===== src/design/rkacw_pkg.sv =====
// Shared types, constants and AES round functions for the reduced-key AES chain walker.
// Depends on nothing; every design file but rkacw_fifo imports it.
package rkacw_pkg;

    // One AES block or round key, byte i in element i.
    typedef logic [15:0][7:0] rkacw_blk_t;

    // Configuration register indexes.
    localparam logic [2:0] REG_PT_WORD0 = 3'd0;
    localparam logic [2:0] REG_PT_WORD1 = 3'd1;
    localparam logic [2:0] REG_PT_WORD2 = 3'd2;
    localparam logic [2:0] REG_PT_WORD3 = 3'd3;
    localparam logic [2:0] REG_CHAIN_LEN = 3'd4;

    // Reset values of the configuration registers.
    localparam logic [31:0] PT_WORD0_RST = 32'hf33ccd08;
    localparam logic [31:0] PT_WORD1_RST = 32'h44c65df2;
    localparam logic [31:0] PT_WORD2_RST = 32'h8127c373;
    localparam logic [31:0] PT_WORD3_RST = 32'hecbafbe6;
    localparam logic [10:0] CHAIN_LEN_RST = 11'd32;

    // Pipeline geometry and queue depths.
    localparam int NUM_ROUNDS = 10;
    localparam int IN_DEPTH = 4;
    localparam int OUT_DEPTH = 16;
    localparam int CREDIT_W = $clog2(OUT_DEPTH + 1);

    // Item handed from the front part to the back part.
    typedef struct packed {
        logic        vld;
        logic [23:0] start;
        logic [7:0]  tbl;
        logic [10:0] steps;
    } rkacw_item_t;

    // Status of the back part, watched by the checks in the top level.
    typedef struct packed {
        logic                retire;
        logic                bypass;
        logic [CREDIT_W-1:0] credit;
    } rkacw_status_t;

    localparam logic [7:0] RCON [NUM_ROUNDS] = '{
        8'h01, 8'h02, 8'h04, 8'h08, 8'h10, 8'h20, 8'h40, 8'h80, 8'h1b, 8'h36
    };

    localparam logic [7:0] SBOX [256] = '{
        8'h63,8'h7c,8'h77,8'h7b,8'hf2,8'h6b,8'h6f,8'hc5,8'h30,8'h01,8'h67,8'h2b,8'hfe,8'hd7,8'hab,8'h76,
        8'hca,8'h82,8'hc9,8'h7d,8'hfa,8'h59,8'h47,8'hf0,8'had,8'hd4,8'ha2,8'haf,8'h9c,8'ha4,8'h72,8'hc0,
        8'hb7,8'hfd,8'h93,8'h26,8'h36,8'h3f,8'hf7,8'hcc,8'h34,8'ha5,8'he5,8'hf1,8'h71,8'hd8,8'h31,8'h15,
        8'h04,8'hc7,8'h23,8'hc3,8'h18,8'h96,8'h05,8'h9a,8'h07,8'h12,8'h80,8'he2,8'heb,8'h27,8'hb2,8'h75,
        8'h09,8'h83,8'h2c,8'h1a,8'h1b,8'h6e,8'h5a,8'ha0,8'h52,8'h3b,8'hd6,8'hb3,8'h29,8'he3,8'h2f,8'h84,
        8'h53,8'hd1,8'h00,8'hed,8'h20,8'hfc,8'hb1,8'h5b,8'h6a,8'hcb,8'hbe,8'h39,8'h4a,8'h4c,8'h58,8'hcf,
        8'hd0,8'hef,8'haa,8'hfb,8'h43,8'h4d,8'h33,8'h85,8'h45,8'hf9,8'h02,8'h7f,8'h50,8'h3c,8'h9f,8'ha8,
        8'h51,8'ha3,8'h40,8'h8f,8'h92,8'h9d,8'h38,8'hf5,8'hbc,8'hb6,8'hda,8'h21,8'h10,8'hff,8'hf3,8'hd2,
        8'hcd,8'h0c,8'h13,8'hec,8'h5f,8'h97,8'h44,8'h17,8'hc4,8'ha7,8'h7e,8'h3d,8'h64,8'h5d,8'h19,8'h73,
        8'h60,8'h81,8'h4f,8'hdc,8'h22,8'h2a,8'h90,8'h88,8'h46,8'hee,8'hb8,8'h14,8'hde,8'h5e,8'h0b,8'hdb,
        8'he0,8'h32,8'h3a,8'h0a,8'h49,8'h06,8'h24,8'h5c,8'hc2,8'hd3,8'hac,8'h62,8'h91,8'h95,8'he4,8'h79,
        8'he7,8'hc8,8'h37,8'h6d,8'h8d,8'hd5,8'h4e,8'ha9,8'h6c,8'h56,8'hf4,8'hea,8'h65,8'h7a,8'hae,8'h08,
        8'hba,8'h78,8'h25,8'h2e,8'h1c,8'ha6,8'hb4,8'hc6,8'he8,8'hdd,8'h74,8'h1f,8'h4b,8'hbd,8'h8b,8'h8a,
        8'h70,8'h3e,8'hb5,8'h66,8'h48,8'h03,8'hf6,8'h0e,8'h61,8'h35,8'h57,8'hb9,8'h86,8'hc1,8'h1d,8'h9e,
        8'he1,8'hf8,8'h98,8'h11,8'h69,8'hd9,8'h8e,8'h94,8'h9b,8'h1e,8'h87,8'he9,8'hce,8'h55,8'h28,8'hdf,
        8'h8c,8'ha1,8'h89,8'h0d,8'hbf,8'he6,8'h42,8'h68,8'h41,8'h99,8'h2d,8'h0f,8'hb0,8'h54,8'hbb,8'h16
    };

    // Multiply by x in GF(2^8).
    function automatic logic [7:0] xt(input logic [7:0] a);
        return {a[6:0], 1'b0} ^ (a[7] ? 8'h1b : 8'h00);
    endfunction

    // Next AES-128 round key.
    function automatic rkacw_blk_t next_key(input rkacw_blk_t k, input logic [7:0] rc);
        rkacw_blk_t n;
        n[0] = k[0] ^ SBOX[k[13]] ^ rc;
        n[1] = k[1] ^ SBOX[k[14]];
        n[2] = k[2] ^ SBOX[k[15]];
        n[3] = k[3] ^ SBOX[k[12]];
        for (int i = 4; i < 16; i++) begin
            n[i] = k[i] ^ n[i-4];
        end
        return n;
    endfunction

    // One AES round: SubBytes, ShiftRows, MixColumns unless last, AddRoundKey.
    function automatic rkacw_blk_t aes_round(input rkacw_blk_t s, input rkacw_blk_t k,
                                             input logic last);
        rkacw_blk_t t;
        rkacw_blk_t m;
        logic [7:0] all;
        for (int c = 0; c < 4; c++) begin
            for (int r = 0; r < 4; r++) begin
                t[r + 4*c] = SBOX[s[r + 4*((c + r) % 4)]];
            end
        end
        for (int c = 0; c < 4; c++) begin
            all = t[4*c] ^ t[4*c+1] ^ t[4*c+2] ^ t[4*c+3];
            m[4*c]   = t[4*c]   ^ all ^ xt(t[4*c]   ^ t[4*c+1]);
            m[4*c+1] = t[4*c+1] ^ all ^ xt(t[4*c+1] ^ t[4*c+2]);
            m[4*c+2] = t[4*c+2] ^ all ^ xt(t[4*c+2] ^ t[4*c+3]);
            m[4*c+3] = t[4*c+3] ^ all ^ xt(t[4*c+3] ^ t[4*c]);
        end
        return (last ? t : m) ^ k;
    endfunction

    // Initial key built from a chain point.
    function automatic rkacw_blk_t point_key(input logic [23:0] p);
        rkacw_blk_t k;
        k = '0;
        k[0] = p[23:16];
        k[4] = p[15:8];
        k[8] = p[7:0];
        return k;
    endfunction

endpackage


===== src/design/rkacw_fifo.sv =====
// Small first-in first-out queue in flip-flops with a combinational head.
// Uses no package; instantiated by the front part and the back part.
module rkacw_fifo #(
    parameter int WIDTH = 32,
    parameter int DEPTH = 4
) (
    input  logic             clk,
    input  logic             rst_n,
    input  logic             wr_en,
    input  logic [WIDTH-1:0] wr_data,
    output logic             full,
    input  logic             rd_en,
    output logic [WIDTH-1:0] rd_data,
    output logic             empty
);
    localparam int PTR_W = (DEPTH > 1) ? $clog2(DEPTH) : 1;
    localparam int CNT_W = $clog2(DEPTH + 1);

    logic [WIDTH-1:0] mem_reg [DEPTH];
    logic [PTR_W-1:0] wr_ptr_reg, wr_ptr_next;
    logic [PTR_W-1:0] rd_ptr_reg, rd_ptr_next;
    logic [CNT_W-1:0] cnt_reg, cnt_next;
    logic             do_wr;
    logic             do_rd;

    assign full    = (cnt_reg == CNT_W'(DEPTH));
    assign empty   = (cnt_reg == '0);
    assign do_wr   = wr_en && !full;
    assign do_rd   = rd_en && !empty;
    assign rd_data = mem_reg[rd_ptr_reg];

    // Pointer and count update with wrap at the depth.
    always_comb
    begin
        wr_ptr_next = wr_ptr_reg;
        rd_ptr_next = rd_ptr_reg;
        if (do_wr)
        begin
            wr_ptr_next = (wr_ptr_reg == PTR_W'(DEPTH - 1)) ? '0 : wr_ptr_reg + 1'b1;
        end
        if (do_rd)
        begin
            rd_ptr_next = (rd_ptr_reg == PTR_W'(DEPTH - 1)) ? '0 : rd_ptr_reg + 1'b1;
        end
        cnt_next = cnt_reg + CNT_W'(do_wr) - CNT_W'(do_rd);
    end

    always_ff @(posedge clk or negedge rst_n)
    begin
        if (!rst_n)
        begin
            wr_ptr_reg <= '0;
            rd_ptr_reg <= '0;
            cnt_reg    <= '0;
        end
        else
        begin
            wr_ptr_reg <= wr_ptr_next;
            rd_ptr_reg <= rd_ptr_next;
            cnt_reg    <= cnt_next;
        end
    end

    // Storage needs no reset.
    always_ff @(posedge clk)
    begin
        if (do_wr)
        begin
            mem_reg[wr_ptr_reg] <= wr_data;
        end
    end
endmodule


===== src/design/rkacw_front.sv =====
// Front part: queues incoming words, masks the fields and attaches the step count to each item.
// Depends on rkacw_pkg and rkacw_fifo.
module rkacw_front #(
    parameter int KEY_BITS = 24,
    parameter int TABLE_BITS = 8
) (
    input  logic                 clk,
    input  logic                 rst_n,
    input  logic                 push,
    output logic                 full,
    input  logic [23:0]          start_point,
    input  logic [7:0]           table_index,
    input  logic [10:0]          chain_length,
    output rkacw_pkg::rkacw_item_t item,
    input  logic                 take
);
    import rkacw_pkg::*;

    localparam logic [31:0] KEY_MASK32 = (32'd1 << KEY_BITS) - 32'd1;
    localparam logic [31:0] TBL_MASK32 = (32'd1 << TABLE_BITS) - 32'd1;

    logic [31:0] head;
    logic        q_empty;

    // Fields are masked on the way in.
    rkacw_fifo #(.WIDTH(32), .DEPTH(IN_DEPTH)) u_in_q (
        .clk     (clk),
        .rst_n   (rst_n),
        .wr_en   (push),
        .wr_data ({start_point & KEY_MASK32[23:0], table_index & TBL_MASK32[7:0]}),
        .full    (full),
        .rd_en   (take),
        .rd_data (head),
        .empty   (q_empty)
    );

    // A chain length of zero or one takes no step.
    always_comb
    begin
        item.vld   = !q_empty;
        item.start = head[31:8];
        item.tbl   = head[7:0];
        item.steps = (chain_length == '0) ? '0 : chain_length - 11'd1;
    end
endmodule


===== config.mk =====
export PLATFORM = sky130hd
export DESIGN_NAME = rkacw_front
export DESIGN_NICKNAME = d
export VERILOG_FILES = /design/src/design/rkacw_pkg.sv /design/src/design/rkacw_fifo.sv /design/src/design/rkacw_front.sv
export SDC_FILE = /design/constraint.sdc
export NUM_CORES = 1
export LEC_CHECK = 0
export ABC_AREA = 1
export BUFFER_PORTS_ARGS = -buffer_cell sky130_fd_sc_hd__buf_2
export CORE_UTILIZATION = 56
export CTS_CLUSTER_SIZE = 12
export DETAILED_ROUTE_END_ITERATION = 10
export GPL_ROUTABILITY_DRIVEN = 0
export PLACE_DENSITY = 0.84
export SETUP_SLACK_MARGIN = 0.3
export SLEW_MARGIN = 5
export SYNTH_ARGS = -nofsm -noshare
export SYNTH_HDL_FRONTEND = slang
export SYNTH_HIERARCHICAL = 1
export SYNTH_SLANG_ARGS = --single-unit

===== constraint.sdc =====
create_clock -name clk -period 3.7 [get_ports clk]
set_clock_uncertainty 0.2 [all_clocks]
set_input_delay 0.185 -clock clk [delete_from_list [all_inputs] [get_ports clk]]
set_output_delay 0.185 -clock clk [all_outputs]
set_load 0.05 [all_outputs]

; ---- After elaboration in Yosys (flattened, before gate mapping)
; Memories as Yosys holds them, arrays and structs flattened.
; Index checks and enable logic that the tools add are counted.
[classes]
n_addsub = 5
eq_ne = 3
muxes = 5
reduce_logical = 6
[ops]
columns = cell, n
row1 = $logic_not A11 Y1, 1
row2 = $mux W11, 1
row3 = $sub A11 B1 Y11 const B, 1
row4 = $add A2 B1 Y2 const B, 2
row5 = $eq A2 B2 Y1 const B, 2
row6 = $mux W2, 2
row7 = $add A3 B1 Y3, 1
row8 = $eq A3 B3 Y1 const B, 1
row9 = $logic_not A3 Y1, 1
row10 = $sub A3 B1 Y3, 1
row11 = $logic_and A1 B1 Y1, 2
row12 = $logic_not A1 Y1, 2
row13 = $mux W1, 2
[word_totals]
ff_bits = 7
mem_bits_rw = 128
inputBits = 47
output_inout_bits = 45
word_cells = 23
mem_count = 1
[mem_list]
columns = memory, depth, width, rd, rd_ports_with_merged_regs, write_ports, line_no
row1 = u_in_q.mem_reg, 4, 32, 1, 0, 1, rkacw_fifo.sv:19  ; logic [WIDTH-1:0] mem_reg [DEPTH];

; ---- Depth between registers and ports, before layout
[depth]
depth_word = 5
ltp_mapped = 10
depth_no_buf = 10

; ---- By module
; The synthesis kept the hierarchy.
[by_module_without_submodules]
columns = mod, n_inst, cells_per_inst, area_each_um2, seq_area_each_um2
row1 = rkacw_fifo, 1, 431, 5482.8, 4018.9
row2 = rkacw_front, 1, 77, 381.6, 0.0

; ---- Least setup slack after synthesis
; OpenSTA, ideal clock, no wires.
[synth_timing]
path_type = register to register
from = register u_in_q.cnt_reg[1]
to = memory u_in_q.mem_reg[0][0] (enable)
setup_ns = 0.421
arrival_ns = 2.015
t_required_ns = 3.079
path_slack_ns = 1.064
stages_incl_launch_ff = 5
n_path_buf = 0
synth_period_minus_slack_ns = 2.636
cell_sequence = dfrtp_1 nor2_1 nand2_1 nand2_1 nor2_1
[synth_between]
elab_chain_cells = 5
[synth_lines]
columns = element, line_no
row1 = from (decl), rkacw_fifo.sv:22  ; logic [CNT_W-1:0] cnt_reg, cnt_next;
row2 = from (signal assigned), rkacw_fifo.sv:60  ; cnt_reg <= cnt_next;
row3 = $eq A3 B3 Y1, rkacw_fifo.sv:26  ; assign full = (cnt_reg == CNT_W'(DEPTH));
row4 = $logic_not A1 Y1, rkacw_fifo.sv:28  ; assign do_wr = wr_en && !full;
row5 = $logic_and A1 B1 Y1, rkacw_fifo.sv:28
row6 = $mux W1, rkacw_fifo.sv:67  ; if (do_wr)
row7 = $mux W1 (not written as such), rkacw_fifo.sv:69  ; mem_reg[wr_ptr_reg] <= wr_data;
row8 = to (decl), rkacw_fifo.sv:19
; Every way passes these cells.

==> key figures <==
Outcome
  • Status: complete, no violations

Yosys
  • Adder-Cell Fraction of Synth Area: 2.26%
  • Post-synthesis sequential area ratio: 68.5%
  • Multiplexer share of the synthesized area: 0%
  • Synth Area in XOR/XNOR: less than 1%
  • Ys async rst share: around 5.2%
  • Dominant cells by area after synthesis: edfxtp_1, nand2_1, o211ai_1
  • Mean Syn Cell Area: approximately 12 um2
  • FF+latch count, synth: around 140
  • Synth area leader: edfxtp_1
  • Number of synthesized flops with an enable pin: 128
  • Ys Warns: 6
  • Yosys cell types: 23
  • Synthesized instance count: 508
  • Main combinational cell family by area after synthesis: simple AND/OR/NAND/NOR gates
  • Compound-Gate Fraction of Synth Area: 8.66%
  • Syn_nets: 565
  • Simple-Gate Fraction of Synth Area: 12.6%
  • Top FF cell, synth: edfxtp_1
  • Cell area after synthesis: 5860 um2
  • Synth top area share: 65.5%

Die
  • Site Rows: 36
  • Horiz. Die Dim: 104 um
  • Initial Util: 58.9%
  • Core ar.: ~10000 um2
  • Die area: around 11000 um2
  • Top Ports: about 90
  • Die height: 104 um

CTS
  • Clk buf depth: 2
  • Total CTS buffers: 17
  • Worst-path clk slew: 0.06 ns
  • CTS sink count: 135
  • Cts-stage hold buffer count: 36
  • Post-CTS Setup Bufs: 0
  • Clock Root Buffer: clkbuf_8
  • # resized after CTS: 0
  • H-tree levels: 4
  • Skew-Pair Late Insertion Delay: 0.52 ns
  • CTS tree: done

Place
  • DPL Wire Length: 6880 um
  • Inst Count DP: roughly 710
  • DP Area: 6440 um2
  • Port Buffers: between 90 and 100
  • Dpl ws: around 1.4 ns

Worst setup path
  • WP data arrival: 2.39 ns
  • Worst Setup End Kind: output port
  • Worst EP required: 3.31 ns
  • Crit path kind: reg2out
  • Peak fanout along the critical path: 32
  • Critical path launch point: u_in_q/rd_ptr_reg[1]
  • Reg2reg start: u_in_q/cnt_reg[1]
  • CP startpoint kind: flip-flop

Min path
  • Startpoint of the worst hold path: start_point[16]
  • Worst hold path type: in2reg

Power and ir drop
  • Sw Ratio: 43.4%
  • Sequential fraction of design power: 35.2%
  • Internal Power: around 3.6 mW
  • Pleak: 3.09 nW
  • Comb power frac: 39.2%
  • Max VDD drop: 736 uV
  • Psw: 2.79 mW
  • Clk pwr share: 25.5%
  • PD cells: 873 nW/um2

Finish
  • Share of cells above drive strength 1: roughly 22%
  • Most frequent cells in the layout: nand2_1, edfxtp_1, buf_2
  • Largest register FFs: 128
  • Final instance area: approximately 7400 um2
  • P&R area growth vs syn: 25.8%
  • Antenna diodes: 0
  • Fin cells: 780
  • Layout Nets: 692
  • Fillcell total: 600
  • Most common cell after layout, fill and taps aside: nand2_1

Detailed routing
  • Initial drt markers: 240
  • Routed vias: 4133
  • DRC: 0
  • Routed length per instance: 16.5 um
  • Vias per std cell: 5.30
  • DRT Pass-1 Iters: 6
  • Final ANT Viol Nets: 0
  • Final wirelength: 12900 um

Timing
  • Period utilisation layout: 75.0%
  • Worst-Margin Slew: 1.04 ns
  • Final TNS setup: 0 ns
  • Count of final max-slew check failures: 0
  • Final setup vio count: 0
  • WHS: between 0.2 and 0.25 ns
  • Fmax: 0.360 GHz
  • Slew Limit Headroom: between 30% and 40%
  • Final worst slack: between 0.9 and 1 ns
  • Final Hold Vio Count: 0
  • RSZ-0062 raised after global routing: no
  • Minimum clock period: between 2 and 3 ns

Job
  • Total of max-cap violations: 0

Global routing
  • First-pass GRT wire length: around 20000 um
  • Total gr overflow: 0
  • Largest net degree at the start of global routing: 86
  • Number of global-route vias before repair: about 4100
  • GRT Overall Usage: around a quarter
  • Initial antenna violation count: 0
power groups by stage:
stage / Combinational (mW) / Clock (mW) / Sequential [mW]
3_5_place_dp: 2.44 / 0 / 2.28
6_report: 2.53 / 1.64 / 2.27
4_1_cts: 2.50 / 1.65 / 2.26
2_1_floorplan: 2.01 / 0 / 2.12
3_3_place_gp: 2.39 / 0 / 2.26
5_1_grt: 2.69 / 1.73 / 2.30
per-stage QoR:
step	utilization, %	power [mW]
final	74.1	6.44
after global routing	74.1	6.72
after CTS	74.1	6.41
after detailed placement	64.7	4.73
after global placement	64.7	4.65
after floorplan	-	4.13
Yosys cell counts, types with 2 or more instances:
cell      count
nand2_1     130
nand2_2       4
ha_1          9
dfrtp_1       7
o211ai_1     64
inv_2         2
inv_1        89
nor2_2        6
a21oi_1       4
nand3_1      10
buf_2        18
nor2_1       26
nor2_4        2
edfxtp_1    128
path summary, 6_finish.rpt:
| path | cells past startpoint | end | slack, ns |
|---|---|---|---|
| setup / recovery | 4 | item[25] | 0.93 |
| hold / removal | 2 | u_in_q/mem_reg[0][24] | 0.21 |
| setup reg to reg | 9 | u_in_q/cnt_reg[2] | 1.39 |
| hold reg to reg | 1 | u_in_q/cnt_reg[0] | 0.33 |
| max in group asynchronous | 3 | u_in_q/rd_ptr_reg[0] | 2.60 |
| min in group asynchronous | 3 | u_in_q/rd_ptr_reg[1] | 0.43 |
worst max-delay path, stage by stage (launching register included):
cell	delay, ns
dfrtp_1	0.59
inv_2	0.59
o211ai_1	0.25
nand2_1	0.16
buf_2	0.27
per-layer routing:
layer / track usage, % / vias up / wire length (um)
met5: 0 / - / 0
met4: 12.8 / 0 / 367
met3: 6.58 / 31 / 839
met2: 42.5 / 181 / 6730
met1: 29.2 / 1953 / 4950
li1: - / 1968 / -
logic make-up (layout without fill, tap and decap cells):
kind of cell,after synthesis,count (layout)
adders and majority gates,10,10
DFF,135,135
xor gates and xnor gates,2,2
AOI/OAI and AO/OA,69,69
buffers and inverters,112,251
and+or+nand+nor,180,180
cell type report:
type,count,area [um2],area share [%]
Sequential cell,135,4020,54.5
Clock buffer,18,418,5.66
Tap cell,133,166,2.26
Multi-Input combinational cell,261,1430,19.4
Clock inverter,13,156,2.12
Timing Repair Buffer,129,843,11.4
Inverter,91,342,4.63
(Power assumes the default switching activity.)
